==> src/rtl/core/cms_pkg.sv <==
// ---------------------------------------------------------------------------
// cms_pkg
// Request, status and state codes shared by the counting multiset table.
// ---------------------------------------------------------------------------
`timescale 1ns / 1ps

package cms_pkg;

  typedef enum logic [3:0] {
    REQ_INSERT    = 4'd0,
    REQ_ERASE_ONE = 4'd1,
    REQ_ERASE_ALL = 4'd2,
    REQ_COUNT_EQ  = 4'd3,
    REQ_COUNT_LT  = 4'd4,
    REQ_COUNT_GT  = 4'd5,
    REQ_GET       = 4'd6,
    REQ_SMALLEST  = 4'd7,
    REQ_SECOND    = 4'd8,
    REQ_LEAST     = 4'd9,
    REQ_REPLACE   = 4'd10
  } req_e;

  typedef enum logic [1:0] {
    STATUS_OK       = 2'd0,
    STATUS_NOTFOUND = 2'd1,
    STATUS_FULL     = 2'd2,
    STATUS_INVALID  = 2'd3
  } status_e;

  typedef enum logic [1:0] {
    ST_IDLE,
    ST_SCAN,
    ST_APPLY
  } state_e;

  // control broadcast to every cell of the ring
  typedef struct packed {
    logic rotate;
    logic wr_en;
    logic rm_en;
  } cell_ctl_t;

  localparam logic [21:0] OUT_MAX22 = 22'h3FFFFF;
  localparam logic [6:0]  OUT_MAX7  = 7'h7F;

endpackage

==> src/rtl/core/cms_cell.sv <==
// ---------------------------------------------------------------------------
// cms_cell
// One table entry of the ring: rotates, takes a write, or shifts down.
// ---------------------------------------------------------------------------
`timescale 1ns / 1ps

module cms_cell #(
  parameter int IDX         = 0,
  parameter int CAPACITY    = 64,
  parameter int KEY_WIDTH   = 32,
  parameter int COUNT_WIDTH = 16
) (
  input  logic                        clk_i,
  input  cms_pkg::cell_ctl_t          ctl_i,
  input  logic [$clog2(CAPACITY)-1:0] wr_idx_i,
  input  logic [KEY_WIDTH-1:0]        wr_key_i,
  input  logic [COUNT_WIDTH-1:0]      wr_cnt_i,
  input  logic [$clog2(CAPACITY)-1:0] rm_idx_i,
  input  logic [KEY_WIDTH-1:0]        nb_key_i,
  input  logic [COUNT_WIDTH-1:0]      nb_cnt_i,
  output logic [KEY_WIDTH-1:0]        key_o,
  output logic [COUNT_WIDTH-1:0]      cnt_o
);
  import cms_pkg::*;

  localparam int IW = $clog2(CAPACITY);
  localparam logic [IW-1:0] MY_IDX = IW'(IDX);

  logic [KEY_WIDTH-1:0]   key_q, key_d;
  logic [COUNT_WIDTH-1:0] cnt_q, cnt_d;
  logic                   wr_hit;

  // post-write value, also what the lower neighbor sees
  assign wr_hit = ctl_i.wr_en && (wr_idx_i == MY_IDX);
  assign key_o  = wr_hit ? wr_key_i : key_q;
  assign cnt_o  = wr_hit ? wr_cnt_i : cnt_q;

  always_comb begin
    if (ctl_i.rotate || (ctl_i.rm_en && (MY_IDX >= rm_idx_i))) begin
      key_d = nb_key_i;
      cnt_d = nb_cnt_i;
    end else begin
      key_d = key_o;
      cnt_d = cnt_o;
    end
  end

  always_ff @(posedge clk_i) begin
    key_q <= key_d;
    cnt_q <= cnt_d;
  end

endmodule

==> config.mk <==
export PLATFORM = sky130hd
export DESIGN_NAME = cms_cell
export DESIGN_NICKNAME = d
export VERILOG_FILES = /design/src/rtl/core/cms_pkg.sv /design/src/rtl/core/cms_cell.sv
export SDC_FILE = /design/constraint.sdc
export NUM_CORES = 1
export LEC_CHECK = 0
export ABC_AREA = 1
export BUFFER_PORTS_ARGS = -buffer_cell sky130_fd_sc_hd__buf_2
export CAP_MARGIN = 20
export CORE_UTILIZATION = 48
export DETAILED_ROUTE_END_ITERATION = 8
export PLACE_DENSITY_LB_ADDON = 0.1
export SYNTH_ARGS = -nofsm -noshare
export SYNTH_HDL_FRONTEND = slang
export SYNTH_SLANG_ARGS = --single-unit
==> constraint.sdc <==
create_clock -name clk_i -period 1.5 [get_ports clk_i]
set_input_delay 0.225 -clock clk_i [delete_from_list [all_inputs] [get_ports clk_i]]
set_output_delay 0.225 -clock clk_i [all_outputs]
set_load 0.01 [all_outputs]
After elaboration in Yosys (flattened, before gate mapping):

Index checks and enable logic that the tools add are counted.

* bits in registers: 48
* input port bits: 112
* output and inout bits: 48
* word-level logic and storage cells: 11

* magnitude comparators: 1
* multiplexer cells: 4
* reduce and logical (&&, ||, !) cells: 4

Operator list (count)
* 32-bit 2-to-1 mux: 2
* 16-bit 2-to-1 mux: 2
* 1-bit by 6-bit >= comparator with 1-bit output (first input constant): 1
* 6-bit zero test: 1
* 1-bit logical AND: 2
* 1-bit logical OR: 1

Longest topological paths before layout:

Gate-level depths: netlist (run 1).

* depth in word-level cells: 4
* depth in mapped cells: 9
* depth with buffers taken out: 7

Worst setup path before layout (run 1):

Ideal clock, no wire load.

* kind: input to output
* start: input port wr_idx_i[3]
* end: output port key_o[11]
* arrival: 1.008 ns
* required time: 1.275 ns
* path slack: 0.267 ns
* cell stages on the path: 7
* path through: inv_1 -> nand2_1 -> nor2_2 -> buf_4 -> buf_4 -> nand3b_1 -> and2_1

* longest elaborated chain between the ends: 3

Ends and longest elaborated chain
* start: declaration: RTL line cms_cell.sv:15 `input logic [$clog2(CAPACITY)-1:0] wr_idx_i,`
* 6-bit zero test: RTL line cms_cell.sv:34 `assign wr_hit = ctl_i.wr_en && (wr_idx_i == MY_IDX);`
* 1-bit logical AND: RTL line cms_cell.sv:34
* 32-bit 2-to-1 mux: RTL line cms_cell.sv:35 `assign key_o = wr_hit ? wr_key_i : key_q;`
* end: declaration: RTL line cms_cell.sv:21 `output logic [KEY_WIDTH-1:0] key_o,`

Every way passes these cells.

Final worst setup path (run 1):

* start: input port wr_idx_i[4]
* end: output port key_o[17]

The elaborated chain is that of the path after synthesis.

==> impl_metrics.py, run 1 <==
metrics = {
    "status": {
        "outcome": "complete, but fails checks",
        "violations": "negative setup slack",
    },
    "floorplanning": {
        "die_h_um": 78.9,
        "core_area_um2": 5610,
        "pin_count": 160,
        "initial_core_util_pct": 50.6,
        "num_rows": 27,
        "die_area_um2": 6220,
        "die_w_um": 78.9,
    },
    "sta": {
        "max_slew.worst_pin.slew_ns": 0.552,
        "slew_viol_final": 0,
        "rsz0062_at_grt": "yes",
        "fmax_ghz": 0.643,
        "worst_slack_ns": -0.0564,
        "finalCriticalPeriod_ns": 1.56,
        "setup_violations": 28,
        "hold_viol_final": 0,
        "period_share_pct": 104,
        "fin_worst_skew_ns": 0,
        "slew_headroom_pct": 63.1,
    },
    "yosys": {
        "yosys.area.top_type": "dfxtp_1",
        "netlist_top_cells_area": "dfxtp_1 (34%), nand2_1 (20%), nand3b_1 (13%), and2_1 (11%), nand3_1 (8.5%)",
        "yosys_warnings": 0,
        "seq_area_frac_synth_pct": 33.9,
        "synth.avg_cell_area_um2": 6.62,
        "post-synth-top-area-fraction_pct": 33.9,
        "synth_area_um2": 2840,
        "synth_cells": 428,
        "synth_seq_cells": 48,
        "synth_nets": 540,
        "ys_types": 15,
    },
    "setup_path": {
        "cp.buffers_inverters": 5,
        "cp-end-kind": "primary output",
        "arrival_ns": 1.33,
        "crit_chain": "buf_6, inv_2, nand2_2, nor2_4, buf_12, nand2_8, clkbuf_16, nand2_4, and2_1, buf_2",
        "cp_top_family": "buffers and inverters",
        "critical_path_class": "primary input to primary output",
        "cp_max_fo": 8,
        "crit_path_top_delay_cell": "clkbuf_16",
        "cp.required_ns": 1.27,
        "critPathLaunchType": "primary input",
        "critPathMaxStageDelay_ns": 0.21,
    },
    "grt": {
        "gr-total-overflow": 0,
        "track_usage_pct": 24.7,
        "first_global_vias": 2990,
        "grt_max_degree": 31,
        "grt_first_pass_wirelength_um": 12400,
        "antenna_found_initial": 1,
    },
    "routing": {
        "dr.pass1.iters": 4,
        "drt_iter0_markers": 226,
        "antenna_left": 0,
        "wl_per_cell_um": 15.8,
        "via_count": 3772,
        "drc": 0,
        "routed_wl_um": 11300,
        "vias_per_cell": 5.28,
    },
    "clocking": {
        "htree_levels": 2,
        "cts_hold_buf": 0,
        "cts_tree": "built",
        "worstSkewPairLatency_ns": 0.30,
        "clkTransAtPathRegs_ns": 0.09,
        "cts_root_buffer": "clkbuf_8",
        "cts_buffers": 5,
        "cts_buffer_depth": 2,
        "clock_sinks": 48,
    },
    "flow_run": {
        "drv_cap": 0,
    },
    "layout": {
        "final_common_cell": "buf_2",
        "drive_gt1_share_pct": 50.8,
        "n_antenna_cell": 0,
        "final_cell_mix": "buf_2 (122), nand2_1 (105), buf_4 (49)",
        "syn_to_final_growth_pct": 78.8,
        "fin_cells": 714,
        "utilization_pct": 90.4,
        "fin_nets": 753,
    },
    "pwr": {
        "power_density_nw_per_um2": 714,
        "ir_drop_uv": 451,
        "power_mw": 3.62,
        "p_leak_nw": 2.74,
    },
    "place": {
        "dpl.cell_count": 686,
        "dp_hpwl_um": 5610,
        "io_buffer_count": 159,
        "place.gp.congestion": 0.793,
    },
    "worst_hold_path": {
        "hp-class": "primary input to flip-flop",
    },
}
==> synth_stat cells (all sizes together) <==
library cell	instances
nand3b	48
buf	23
clkbuf	2
nand2	150
dfxtp	48
inv	54
nor2	7
nand3	48
and2	48
==> cell families after synthesis <==
logic type,after synthesis,synth area share [%]
AND/OR/NAND/NOR,301,53.1
buffers and inverters,79,13.0
flip-flops,48,33.9
==> final cells by class <==
| type | instances | area (µm²) |
|---|---|---|
| flip-flops and latches | 48 | 961 |
| well taps | 72 | 90.1 |
| clock inverters | 2 | 35.0 |
| fillers | 262 | 539 |
| multi-input cells | 301 | 1870 |
| clock buffers | 6 | 72.6 |
| inverters | 54 | 203 |
| repair buffers | 231 | 1840 |
==> state kept, by name, summed over array words and instances, names as in the netlist <==
name   flops
key_q     32
cnt_q     16
==> through the flow <==
step | setup TNS (ns) | hold slack, ns | setup slack (ns) | area, µm²
2_1_floorplan | 0 | 0.335 | 0.267 | 2840
3_3_place_gp | 0 | 0.419 | 0.0159 | 4050
3_5_place_dp | 0 | 0.423 | 0.000977 | 4050
4_1_cts | 0 | 0.108 | 0.000826 | 4150
5_1_grt | -2.49 | 0.116 | -0.0988 | 5070
6_report | -0.560 | 0.112 | -0.0564 | 5070
==> timing repair <==
action | in CTS | in global routing
buffers inserted | 0 | 10
gates resized for setup | 0 | 157
endpoints found under the setup margin | 0 | 48
hold endpoints to repair | 0 | 0
==> worst paths after layout <==
path,start,cells after the start,slack [ns],endpoint
max,wr_idx_i[4],10,-0.06,key_o[17]
min,nb_cnt_i[0],3,0.11,cnt_q[0]
max reg2reg,key_q[11],5,0.65,key_q[11]
min reg2reg,key_q[3],4,0.56,key_q[3]
==> worst reg2reg max path, stage by stage, from the launching register on <==
cell and delay, ns:
dfxtp_1 0.32, inv_1 0.08, nand2_4 0.05, buf_4 0.12
nand3_1 0.09, nand2_1 0.08
==> report_power, final <==
part / internal (mW) / switching (mW) / total, mW
logic: 0.670 / 0.566 / 1.24
clock network: 0.496 / 0.449 / 0.944
registers: 1.40 / 0.0372 / 1.44
==> per-layer routing <==
metal / track usage (%) / vias up / part of all wire, %
li1: - / 1743 / -
met1: 29.6 / 1742 / 37
met2: 44.8 / 250 / 51
met3: 5.75 / 35 / 9.6
met4: 5.09 / 2 / 2.6
met5: 0 / - / 0.088
Power figures use the tool's default switching activity.
==> run 2: changes to the inputs <==
- CORE_ASPECT_RATIO: default -> 0.7
- SETUP_SLACK_MARGIN: default -> 0.15
==> impl_metrics.py, run 2 (synthesis results as in run 1) <==
metrics = {
    "worst_hold_path": {
        "worstHoldPathCells": 3,
        "hold-path-endpoint": "cnt_q[7]",
        "hp-start": "nb_cnt_i[7]",
        "hp-class": "primary input to flip-flop",
    },
    "pwr": {
        "pwr-share-seq_pct": 38.6,
        "power_density_nw_per_um2": 801,
        "p_clk_share_pct": 34.6,
        "ir_drop_uv": 595,
        "p_sw_uw": 967,
        "comb_power_share_pct": 26.8,
        "swShare_pct": 26.0,
        "p_int_mw": 2.75,
        "p_leak_nw": 2.59,
    },
    "setup_path": {
        "cp_top_family": "buffers and inverters",
        "critPathLaunchType": "primary input",
        "critical_path_class": "primary input to primary output",
        "rrSetupSlack_ns": 0.69,
        "rr_worst_depth": 5,
        "r2r_end": "key_q[23]",
        "critPathMaxStageDelay_ns": 0.19,
        "rr_startpoint": "key_q[23]",
        "cp_max_fo": 16,
        "cp-end-kind": "primary output",
        "arrival_ns": 1.32,
        "crit_path_top_delay_cell": "clkbuf_16",
        "cp.required_ns": 1.27,
        "cp.buffers_inverters": 5,
        "crit_chain": "buf_6, inv_2, nand2_2, nor2_4, buf_12, nand2_8, clkbuf_16, nand2_1, and2_1, buf_2",
    },
    "sta": {
        "fin_worst_skew_ns": 0,
        "slew_viol_final": 0,
        "finalCriticalPeriod_ns": 1.54,
        "period_share_pct": 103,
        "worst_slack_ns": -0.0444,
        "hold_viol_final": 0,
        "max_slew.worst_pin.slew_ns": 0.356,
        "setup_violations": 29,
        "rsz0062_at_grt": "yes",
        "fmax_ghz": 0.648,
        "slew_headroom_pct": 76.2,
    },
    "clocking": {
        "cts_buffers": 5,
        "clock_sinks": 48,
        "cts_hold_buf": 0,
        "htree_levels": 2,
        "worstSkewPairLatency_ns": 0.29,
        "cts_tree": "built",
        "cts_root_buffer": "clkbuf_8",
        "clkTransAtPathRegs_ns": 0.09,
        "cts_buffer_depth": 2,
    },
    "grt": {
        "antenna_found_initial": 0,
        "grt_max_degree": 34,
        "track_usage_pct": 24.8,
        "first_global_vias": 2780,
        "gr-total-overflow": 0,
        "grt_first_pass_wirelength_um": 12200,
    },
    "layout": {
        "largest_register_ffs": 32,
        "largest-register": "key_q",
        "n_antenna_cell": 0,
        "fin_cells": 704,
        "final_common_cell": "buf_2",
        "largestRegisters": "key_q (32), cnt_q (16)",
        "final_cell_mix": "buf_2 (143), nand2_1 (130)",
        "syn_to_final_growth_pct": 63.9,
        "fin_nets": 740,
        "drive_gt1_share_pct": 42.3,
    },
    "floorplanning": {
        "die_area_um2": 6220,
        "initial_core_util_pct": 49.8,
        "die_h_um": 66.3,
        "pin_count": 160,
        "die_w_um": 93.9,
        "core_area_um2": 5700,
        "num_rows": 23,
    },
    "place": {
        "io_buffer_count": 159,
        "dp_slack_ns": -0.0144,
        "dp_hpwl_um": 5420,
        "dpl.cell_count": 677,
        "place.gp.congestion": 0.789,
    },
    "routing": {
        "antenna_left": 0,
        "drc": 0,
        "wl_per_cell_um": 13.7,
        "via_count": 3414,
        "vias_per_cell": 4.85,
        "routed_wl_um": 9610,
        "drt_iter0_markers": 104,
        "dr.pass1.iters": 6,
    },
    "status": {
        "outcome": "complete, but fails checks",
        "violations": "negative setup slack",
    },
    "flow_run": {
        "drv_cap": 0,
    },
}
==> run 2: layer usage <==
metal  vias up  part of all wire, %  global-route usage, %
met3        12                  7.2                   5.98
met5         -                    0                      0
li1       1714                    -                      -
met2       149                   51                   46.0
met1      1539                   40                   28.4
met4         0                  1.3                   7.12
==> run 2: timing repair <==
action / CTS / global route
resized for setup: 20 / 48
endpoints found under the setup margin: 48 / 48
pin swaps: 4 / 14
cloned: 0 / 8
buffers inserted: 0 / 11
==> run 2: stage by stage <==
stage | hold WS [ns] | cell area, µm² | utilization [%] | total power [mW] | TNS [ns]
final | 0.111 | 4650 | 81.5 | 3.72 | -0.609
after global routing | 0.109 | 4650 | 81.5 | 3.89 | -2.66
after CTS | 0.105 | 4160 | 73.0 | 3.57 | 0
after detailed placement | 0.422 | 3930 | 69.0 | 2.27 | -0.0358
after global placement | 0.418 | 3930 | 69.0 | 2.26 | 0
after floorplan | 0.335 | 2840 | - | 1.93 | 0
==> run 2: power groups by stage <==
stage / registers, mW / logic, mW / clock network [mW]
after floorplan: 1.45 / 0.479 / 0
after global placement: 1.46 / 0.800 / 0
after detailed placement: 1.46 / 0.812 / 0
after CTS: 1.43 / 0.848 / 1.29
after global routing: 1.45 / 1.09 / 1.35
final: 1.43 / 0.998 / 1.29
==> run 2: layout make-up <==
cell class	count	area (µm²)
sequential	48	961
inverter	54	210
multi-input combinational	301	1650
tap	75	93.8
clock buffer	5	68.8
clock inverter	3	90.1
timing repair buffer	218	1570
fill	381	1050
==> run 2: tightest hold or removal path, stage by stage <==
cell,delay (ns)
buf_2,0.07
nand2_1,0.04
nand2_1,0.05
==> run 2: worst max-delay path by stage <==
| stage | from | cells after the start | to |
|---|---|---|---|
| CTS | wr_idx_i[1] | 8 | key_o[0] |
| global placement | wr_idx_i[3] | 8 | key_o[31] |
| floorplan | wr_idx_i[3] | 7 | key_o[11] |
| detailed placement | wr_idx_i[3] | 8 | key_o[0] |
| finish | wr_idx_i[0] | 10 | cnt_o[1] |
| global route | wr_idx_i[0] | 10 | cnt_o[1] |
