### config.mk
export PLATFORM = sky130hd
export DESIGN_NAME = cms_scan
export DESIGN_NICKNAME = d
export VERILOG_FILES = /design/src/rtl/core/cms_pkg.sv /design/src/rtl/core/cms_scan.sv
export SDC_FILE = /design/constraint.sdc
export NUM_CORES = 1
export LEC_CHECK = 0
export BUFFER_PORTS_ARGS = -buffer_cell sky130_fd_sc_hd__buf_2
export CORE_MARGIN = 10
export CORE_UTILIZATION = 50
export CTS_CLUSTER_SIZE = 16
export DETAILED_ROUTE_END_ITERATION = 10
export GPL_ROUTABILITY_DRIVEN = 0
export PLACE_DENSITY = 0.78
export SYNTH_ARGS = -nofsm -noshare
export SYNTH_HDL_FRONTEND = slang
export SYNTH_SLANG_ARGS = --single-unit
export TNS_END_PERCENT = 30
### constraint.sdc
create_clock -name clk_i -period 6.5 [get_ports clk_i]
set_clock_uncertainty 0.2 [all_clocks]
set_input_delay 1.3 -clock clk_i [delete_from_list [all_inputs] [get_ports clk_i]]
set_output_delay 1.3 -clock clk_i [all_outputs]
set_load 0.02 [all_outputs]
### src/rtl/core/cms_pkg.sv
// ---------------------------------------------------------------------------
// cms_pkg
// Request, status and state codes shared by the counting multiset table.
// ---------------------------------------------------------------------------
`timescale 1ns / 1ps

package cms_pkg;

  typedef enum logic [3:0] {
    REQ_INSERT    = 4'd0,
    REQ_ERASE_ONE = 4'd1,
    REQ_ERASE_ALL = 4'd2,
    REQ_COUNT_EQ  = 4'd3,
    REQ_COUNT_LT  = 4'd4,
    REQ_COUNT_GT  = 4'd5,
    REQ_GET       = 4'd6,
    REQ_SMALLEST  = 4'd7,
    REQ_SECOND    = 4'd8,
    REQ_LEAST     = 4'd9,
    REQ_REPLACE   = 4'd10
  } req_e;

  typedef enum logic [1:0] {
    STATUS_OK       = 2'd0,
    STATUS_NOTFOUND = 2'd1,
    STATUS_FULL     = 2'd2,
    STATUS_INVALID  = 2'd3
  } status_e;

  typedef enum logic [1:0] {
    ST_IDLE,
    ST_SCAN,
    ST_APPLY
  } state_e;

  // control broadcast to every cell of the ring
  typedef struct packed {
    logic rotate;
    logic wr_en;
    logic rm_en;
  } cell_ctl_t;

  localparam logic [21:0] OUT_MAX22 = 22'h3FFFFF;
  localparam logic [6:0]  OUT_MAX7  = 7'h7F;

endpackage

### src/rtl/core/cms_scan.sv
// ---------------------------------------------------------------------------
// cms_scan
// Head-of-ring accumulator: sees one entry per cycle and gathers searches,
// sums and minimums for the pending request.
// ---------------------------------------------------------------------------
`timescale 1ns / 1ps

module cms_scan #(
  parameter int CAPACITY    = 64,
  parameter int KEY_WIDTH   = 32,
  parameter int COUNT_WIDTH = 16
) (
  input  logic                        clk_i,
  input  logic                        rst_ni,
  input  logic                        clear_i,
  input  logic                        en_i,
  input  logic [$clog2(CAPACITY)-1:0] idx_i,
  input  logic [KEY_WIDTH-1:0]        e_key_i,
  input  logic [COUNT_WIDTH-1:0]      e_cnt_i,
  input  logic [3:0]                  req_i,
  input  logic [KEY_WIDTH-1:0]        key_i,
  input  logic [KEY_WIDTH-1:0]        new_key_i,
  input  logic [5:0]                  pos_i,
  output logic                        fk_hit_o,
  output logic [$clog2(CAPACITY)-1:0] fk_idx_o,
  output logic [COUNT_WIDTH-1:0]      fk_cnt_o,
  output logic                        fn_hit_o,
  output logic [$clog2(CAPACITY)-1:0] fn_idx_o,
  output logic [COUNT_WIDTH-1:0]      fn_cnt_o,
  output logic [COUNT_WIDTH+$clog2(CAPACITY+1)-1:0] sum_o,
  output logic [KEY_WIDTH-1:0]        pos_key_o,
  output logic [COUNT_WIDTH-1:0]      pos_cnt_o,
  output logic [KEY_WIDTH-1:0]        lo_key_o,
  output logic [COUNT_WIDTH-1:0]      lo_cnt_o,
  output logic                        hi_have_o,
  output logic [KEY_WIDTH-1:0]        hi_key_o,
  output logic [COUNT_WIDTH-1:0]      hi_cnt_o,
  output logic [KEY_WIDTH-1:0]        mc_key_o,
  output logic [COUNT_WIDTH-1:0]      mc_cnt_o,
  output logic                        mc_tie_o
);
  import cms_pkg::*;

  localparam int IW = $clog2(CAPACITY);
  localparam int SW = COUNT_WIDTH + $clog2(CAPACITY + 1);
  localparam int PW = (IW > 6) ? IW : 6;

  logic lo_have_q, mc_have_q;
  logic sel;

  always_comb begin
    unique case (req_i)
      REQ_COUNT_EQ: sel = (e_key_i == key_i);
      REQ_COUNT_LT: sel = (e_key_i < key_i);
      REQ_COUNT_GT: sel = (e_key_i > key_i);
      default:      sel = 1'b0;
    endcase
  end

  // control flags
  always_ff @(posedge clk_i or negedge rst_ni) begin
    if (!rst_ni) begin
      fk_hit_o  <= 1'b0;
      fn_hit_o  <= 1'b0;
      lo_have_q <= 1'b0;
      hi_have_o <= 1'b0;
      mc_have_q <= 1'b0;
      mc_tie_o  <= 1'b0;
    end else if (clear_i) begin
      fk_hit_o  <= 1'b0;
      fn_hit_o  <= 1'b0;
      lo_have_q <= 1'b0;
      hi_have_o <= 1'b0;
      mc_have_q <= 1'b0;
      mc_tie_o  <= 1'b0;
    end else if (en_i) begin
      if (e_key_i == key_i)     fk_hit_o <= 1'b1;
      if (e_key_i == new_key_i) fn_hit_o <= 1'b1;
      lo_have_q <= 1'b1;
      if (lo_have_q) hi_have_o <= 1'b1;
      mc_have_q <= 1'b1;
      if (!mc_have_q || (e_cnt_i < mc_cnt_o)) begin
        mc_tie_o <= 1'b0;
      end else if (e_cnt_i == mc_cnt_o) begin
        mc_tie_o <= 1'b1;
      end
    end
  end

  // payload
  always_ff @(posedge clk_i) begin
    if (clear_i) begin
      sum_o <= '0;
    end else if (en_i) begin
      if (sel) sum_o <= sum_o + SW'(e_cnt_i);
      if ((e_key_i == key_i) && !fk_hit_o) begin
        fk_idx_o <= idx_i;
        fk_cnt_o <= e_cnt_i;
      end
      if ((e_key_i == new_key_i) && !fn_hit_o) begin
        fn_idx_o <= idx_i;
        fn_cnt_o <= e_cnt_i;
      end
      if (PW'(idx_i) == PW'(pos_i)) begin
        pos_key_o <= e_key_i;
        pos_cnt_o <= e_cnt_i;
      end
      if (!lo_have_q) begin
        lo_key_o <= e_key_i;
        lo_cnt_o <= e_cnt_i;
      end else if (e_key_i < lo_key_o) begin
        hi_key_o <= lo_key_o;
        hi_cnt_o <= lo_cnt_o;
        lo_key_o <= e_key_i;
        lo_cnt_o <= e_cnt_i;
      end else if (!hi_have_o || (e_key_i < hi_key_o)) begin
        hi_key_o <= e_key_i;
        hi_cnt_o <= e_cnt_i;
      end
      if (!mc_have_q || (e_cnt_i < mc_cnt_o)) begin
        mc_key_o <= e_key_i;
        mc_cnt_o <= e_cnt_i;
      end
    end
  end

endmodule

Word level (Yosys, flattened, before mapping)

Index checks and enable logic that the tools add are counted.

Add/sub/neg operators: 1
Magnitude comparators: 5
Equality and inequality tests: 8
Multiplexer cells: 24
Bitwise logic cells: 1
Reductions and logical operators: 25

Operator list:

| cell                                          | count |
|---|---|
| 2-to-1 mux 32 bit                             | 4 |
| less-than comparator 32 bit                   | 3 |
| == test 32 bit                                | 2 |
| 2-to-1 mux 16 bit                             | 4 |
| greater-than comparator 32 bit                | 1 |
| adder 23 x 16 -> 23 bit                       | 1 |
| == test 16 bit                                | 1 |
| less-than comparator 16 bit                   | 1 |
| 2-to-1 mux 1 bit                              | 15 |
| AND reduction 3 bit                           | 5 |
| AND reduction 2 bit                           | 5 |
| nonzero test 2 bit                            | 5 |
| == test 4 x 3 -> 1 bit, second input constant | 2 |
| == test 6 bit                                 | 1 |
| == test 4 x 2 -> 1 bit, second input constant | 1 |
| zero test 1 bit                               | 4 |
| AND reduction 4 bit                           | 1 |
| one-hot mux 1 bit (3 select lines)            | 1 |
| nonzero test 3 bit                            | 1 |
| logical AND 1 bit                             | 2 |
| logical OR 1 bit                              | 2 |
| != test 2 x 1 -> 1 bit, second input constant | 1 |
| inverter 1 bit                                | 1 |

Register bits: 264
Bits of input ports: 132
Output and inout bits: 263
Word-level logic and storage cells: 82

Longest topological paths before layout

Depth in word-level cells: 5
Depth in mapped cells: 12
Gate-level depth less buffers: 11

Worst setup path before layout

No wires, ideal clock.

Kind: in2reg
From: input port en_i
To: register pos_cnt_o[0], enable pin
Library setup time: 573 ps
Data arrival time: 6164 ps
Required time: 5727 ps
Path slack: -436 ps
Cell stages on the path: 4
Buffers on the path: 0
Path through: inv_1 > nor2_1 > nand4_1 > nor4_1

Word-level cells in the longest chain between the ends: 1

Ends and longest elaborated chain:

| what                          | line            | source |
|---|---|---|
| start: declaration            | cms_scan.sv:16  | `input logic en_i,` |
| AND reduction 3 bit (no line) | --              |  |
| end signal: assignment        | cms_scan.sv:106 | `pos_cnt_o <= e_cnt_i;` |
| end: declaration              | cms_scan.sv:32  | `output logic [COUNT_WIDTH-1:0] pos_cnt_o,` |

Every way passes these cells.
A chain may end at the register's enable or synchronous reset.

Worst setup path in the final report

From: input port e_key_i[30]
To: register sum_o[18]

Word-level cells in the longest chain between the ends: 3
Elaborated cells between the ends (all ways): 5
Classes of those cells: order compare: 2; eq/ne: 1; mux: 1; reduce/logical: 1

Ends and longest elaborated chain:

| what                                                   | line           | source |
|---|---|---|
| start: declaration                                     | cms_scan.sv:18 | `input logic [KEY_WIDTH-1:0] e_key_i,` |
| greater-than comparator 32 bit (tied with other cells) | cms_scan.sv:55 | `REQ_COUNT_GT: sel = (e_key_i > key_i);` |
| one-hot mux 1 bit (3 select lines) (*)                 | cms_scan.sv:52 | `unique case (req_i)` |
| AND reduction 2 bit (no line) (*)                      | --             |  |
| end signal: assignment                                 | cms_scan.sv:95 | `if (sel) sum_o <= sum_o + SW'(e_cnt_i);` |
| end: declaration                                       | cms_scan.sv:30 | `output logic [COUNT_WIDTH+$clog2(CAPACITY+1)-1:0] sum_o,` |

Every way passes the cells marked *; elsewhere a longest branch is shown, timed or not.

==> key figures <==
Setup path
  • FF-to-FF Start: lo_key_o[1]
  • Crit path capture type: flip-flop
  • Crit path from: e_key_i[30]
  • Critical path class: primary input to flip-flop
  • Worst reg2reg path depth: 11
  • CP arrival: 4.79 ns
  • R2R Setup Slk: 2.52 ns
  • Type of origin of the critical path: primary input
  • Max Fanout on Critical Path: 31
  • Crit path capture: sum_o[18]
  • CP required: 6.76 ns
  • Crit Reg-Reg Endpoint: lo_key_o[9]

Timing
  • Worst Max-Slew Pin Slew: 0.983 ns
  • Final period utilization: 0.698
  • Setup TNS: 0 ns
  • Max frequency: 221 MHz
  • Final worst path period need: 4.53 ns
  • WHS: 0.286 ns
  • Final hold viol count: 0
  • Slew headroom: 0.341
  • Final setup viols: 0
  • Final Max Slew Viols: 0
  • RSZ-0062 raised after global routing: no

Power
  • Pleak: 0.00730 µW
  • Clock share of power: 0.386
  • Sw Share: 0.248
  • Peak supply drop: 181 µV
  • Psw: 984 µW
  • Internal Power: 2990 µW
  • Sequential Power Share: 0.488
  • Pwr dens: 247 nW/µm²
  • Combinational Power Share: 0.126

Floorplan
  • Die Y: 180 µm
  • FP Rows: 58
  • Initial Util: 0.507
  • Die footprint: 32300 µm²
  • Core ar.: 25200 µm²
  • Die width: 180 µm
  • # IOs: 395

Placed design
  • IO buf count: 394
  • Dpl hpwl: 30.2 mm

Clocking
  • Clock buffer count from CTS: 28
  • Clock sink total: 264
  • Clk root buf: clkbuf_16
  • CTS tree: done
  • CTS Hold Bufs: 0
  • Worst skew pair latency: 0.53 ns
  • Htree depth: 1
  • Clock transition at path regs: 0.07 ns
  • Bufs on Longest Clock Path: 3
  • Post-cts sizing count: 0
  • Setup bufs post-CTS: 0

Yosys
  • Syn_nets: 1209
  • Cell Area, Synth: 12800 µm²
  • Yosys cell types: 55
  • Yosys Warn Count: 0
  • EDFF count, synth: 236
  • Dominant synthesized flop cell: edfxtp_1
  • #FFs+latches synth: 264
  • Ys async rst share: 0.0189
  • Sequential-to-total area share from yosys stat: 0.601
  • Synth Area per Inst: 13.4 µm²
  • Cells after Synth: 950

Routing
  • Routed wire length: 39.4 mm
  • DRT antenna net count: 0
  • TritonRoute pass-1 iters: 7
  • DRT iter0 DRCs: 566
  • Wire per inst: 22.9 µm
  • DR vias/cell: 5.46
  • DRC viols: 0
  • Vias: 9400

Global routing
  • First-pass GRT wire length: 59.7 mm
  • Total gr overflow: 0
  • Overall routing resource usage: 0.234
  • Initial antenna violation count: 4
  • Vias in the first global route: 9957
  • Largest net degree at the start of global routing: 50

Run status
  • Status: finished clean

Flow run
  • Max-Cap Viols: 0

Finish
  • Nets@finish: 1630
  • Fillers: 1945
  • Layout cell share with drive strength beyond 1: 0.364
  • Area Overhead vs Synth: 26.0%

Worst hold path
  • Min-Delay Path Class: flip-flop to flip-flop
  • Worst Hold Path Cells: 2
-- registers in the layout, indices dropped and copies added (netlist names) --
name	cells
fk_cnt_o	16
fk_hit_o	1
fk_idx_o	6
fn_cnt_o	16
fn_hit_o	1
fn_idx_o	6
hi_cnt_o	16
hi_have_o	1
hi_key_o	32
lo_cnt_o	16
lo_have_q	1
lo_key_o	32
mc_cnt_o	16
mc_key_o	32
mc_tie_o	1
pos_cnt_o	16
pos_key_o	32
sum_o	23
-- how the worst min path moves through the flow --
stage	from	to
after global placement	sum_o[22]	sum_o[22]
after detailed placement	sum_o[4]	sum_o[4]
after CTS	sum_o[4]	sum_o[4]
final	sum_o[8]	sum_o[8]
after floorplan	lo_have_q	hi_have_o
after global routing	sum_o[4]	sum_o[4]
-- area by class of cell --
cell class | count | area [µm²] | area share
Antenna cell | 2 | 5.00 | 0.000311
Clock buffer | 33 | 741 | 0.0460
Clock inverter | 15 | 123 | 0.00762
Inverter | 120 | 450 | 0.0280
Multi-Input combinational cell | 553 | 4630 | 0.288
Sequential cell | 264 | 7670 | 0.477
Tap cell | 330 | 413 | 0.0257
Timing Repair Buffer | 404 | 2060 | 0.128
-- synthesized netlist by cell type, types with 4 or more instances --
library cell / count / area share
xor2_1: 33 / 0.023
nor2b_1: 11 / 0.0054
dfrtp_1: 5 / 0.0098
o21a_1: 9 / 0.0053
mux2_2: 52 / 0.046
o31ai_1: 5 / 0.0029
o211ai_1: 4 / 0.0024
nor4_1: 10 / 0.0049
mux2i_1: 12 / 0.0094
nor2_1: 41 / 0.012
edfxtp_1: 236 / 0.56
a31oi_1: 5 / 0.0024
a21oi_1: 43 / 0.017
inv_1: 120 / 0.035
ha_1: 126 / 0.12
a21o_1: 34 / 0.020
nand2_1: 24 / 0.0071
nor3b_1: 4 / 0.0024
nor3_1: 12 / 0.0047
dfxtp_1: 23 / 0.036
o21ai_0: 23 / 0.0090
xnor2_1: 15 / 0.010
nand4_1: 21 / 0.010
a211oi_1: 9 / 0.0053
or4_1: 4 / 0.0024
nand2b_1: 6 / 0.0029
clkbuf_1: 10 / 0.0029
nand3_1: 12 / 0.0047
-- worst max-delay path, cell delays in order --
cell     delay, ns
buf_2         0.18
ha_1          0.34
nand4_1       0.19
nor4_2        0.36
and4_1        0.38
nand3_1       0.24
or4bb_1       0.52
a311o_1       0.29
buf_4         0.26
or4_1         0.54
a21oi_1       0.18
-- placed cells by master, fill, tap and decap left out, types with 3 or more instances in the layout --
| cell | synthesis | routed |
|---|---|---|
| a31oi_1 | 5 | 5 |
| nand2_1 | 24 | 24 |
| o21bai_1 | 3 | 3 |
| nor2_1 | 41 | 40 |
| o21ai_0 | 23 | 23 |
| xnor2_1 | 15 | 15 |
| o31a_1 | 3 | 3 |
| clkbuf_16 | 0 | 29 |
| nor2b_1 | 11 | 11 |
| or4_1 | 4 | 4 |
| nor4_1 | 10 | 9 |
| inv_1 | 120 | 120 |
| o211ai_1 | 4 | 4 |
| edfxtp_1 | 236 | 236 |
| mux2_2 | 52 | 52 |
| mux2i_1 | 12 | 12 |
| nand4_1 | 21 | 21 |
| buf_2 | 1 | 394 |
| o21a_1 | 9 | 8 |
| ha_1 | 126 | 126 |
| o31ai_1 | 5 | 5 |
| nand3_1 | 12 | 12 |
| nor3b_1 | 4 | 4 |
| dfxtp_1 | 23 | 23 |
| nand2b_1 | 6 | 6 |
| a21oi_1 | 43 | 42 |
| buf_4 | 0 | 9 |
| a211oi_1 | 9 | 9 |
| clkbuf_1 | 10 | 4 |
| clkinv_1 | 0 | 6 |
| dfrtp_1 | 5 | 5 |
| clkinv_2 | 0 | 5 |
| xor2_1 | 33 | 33 |
| nor3_1 | 12 | 11 |
| and3_1 | 3 | 3 |
| a21o_1 | 34 | 34 |
-- metrics by stage --
stage | total power (µW) | std cells | instance area, µm² | util | worst slack, ns
floorplan | 2250 | 950 | 12800 | - | 0.865
global placement | 2460 | 1671 | 15200 | 0.605 | 1.47
detailed placement | 2470 | 1671 | 15200 | 0.605 | 1.40
CTS | 4000 | 1719 | 16100 | 0.639 | 1.96
global route | 4120 | 1721 | 16100 | 0.639 | 1.73
finish | 3970 | 1721 | 16100 | 0.639 | 1.97
-- power groups by stage --
stage | combinational [µW] | sequential [µW] | clock, µW
3_3_place_gp | 485 | 1970 | 0
6_report | 499 | 1940 | 1530
4_1_cts | 504 | 1940 | 1560
5_1_grt | 548 | 1940 | 1630
3_5_place_dp | 500 | 1970 | 0
2_1_floorplan | 223 | 2030 | 0
-- kinds of logic after synthesis --
| group | share of synthesized area |
|---|---|
| fa+ha+maj | 0.125 |
| compound gates | 0.0802 |
| flops | 0.601 |
| buf+inv | 0.0404 |
| simple gates | 0.0654 |
| xor+xnor | 0.0329 |
| mux | 0.0553 |
-- layer usage --
metal  GRT usage  up-vias  routed length [µm]
met3      0.0627       69                3170
met4      0.0781        4                1210
met1       0.283     4540               15700
li1            -     4360                   -
met5           0        -                  32
met2       0.398      427               19300
(Power assumes the default switching activity.)
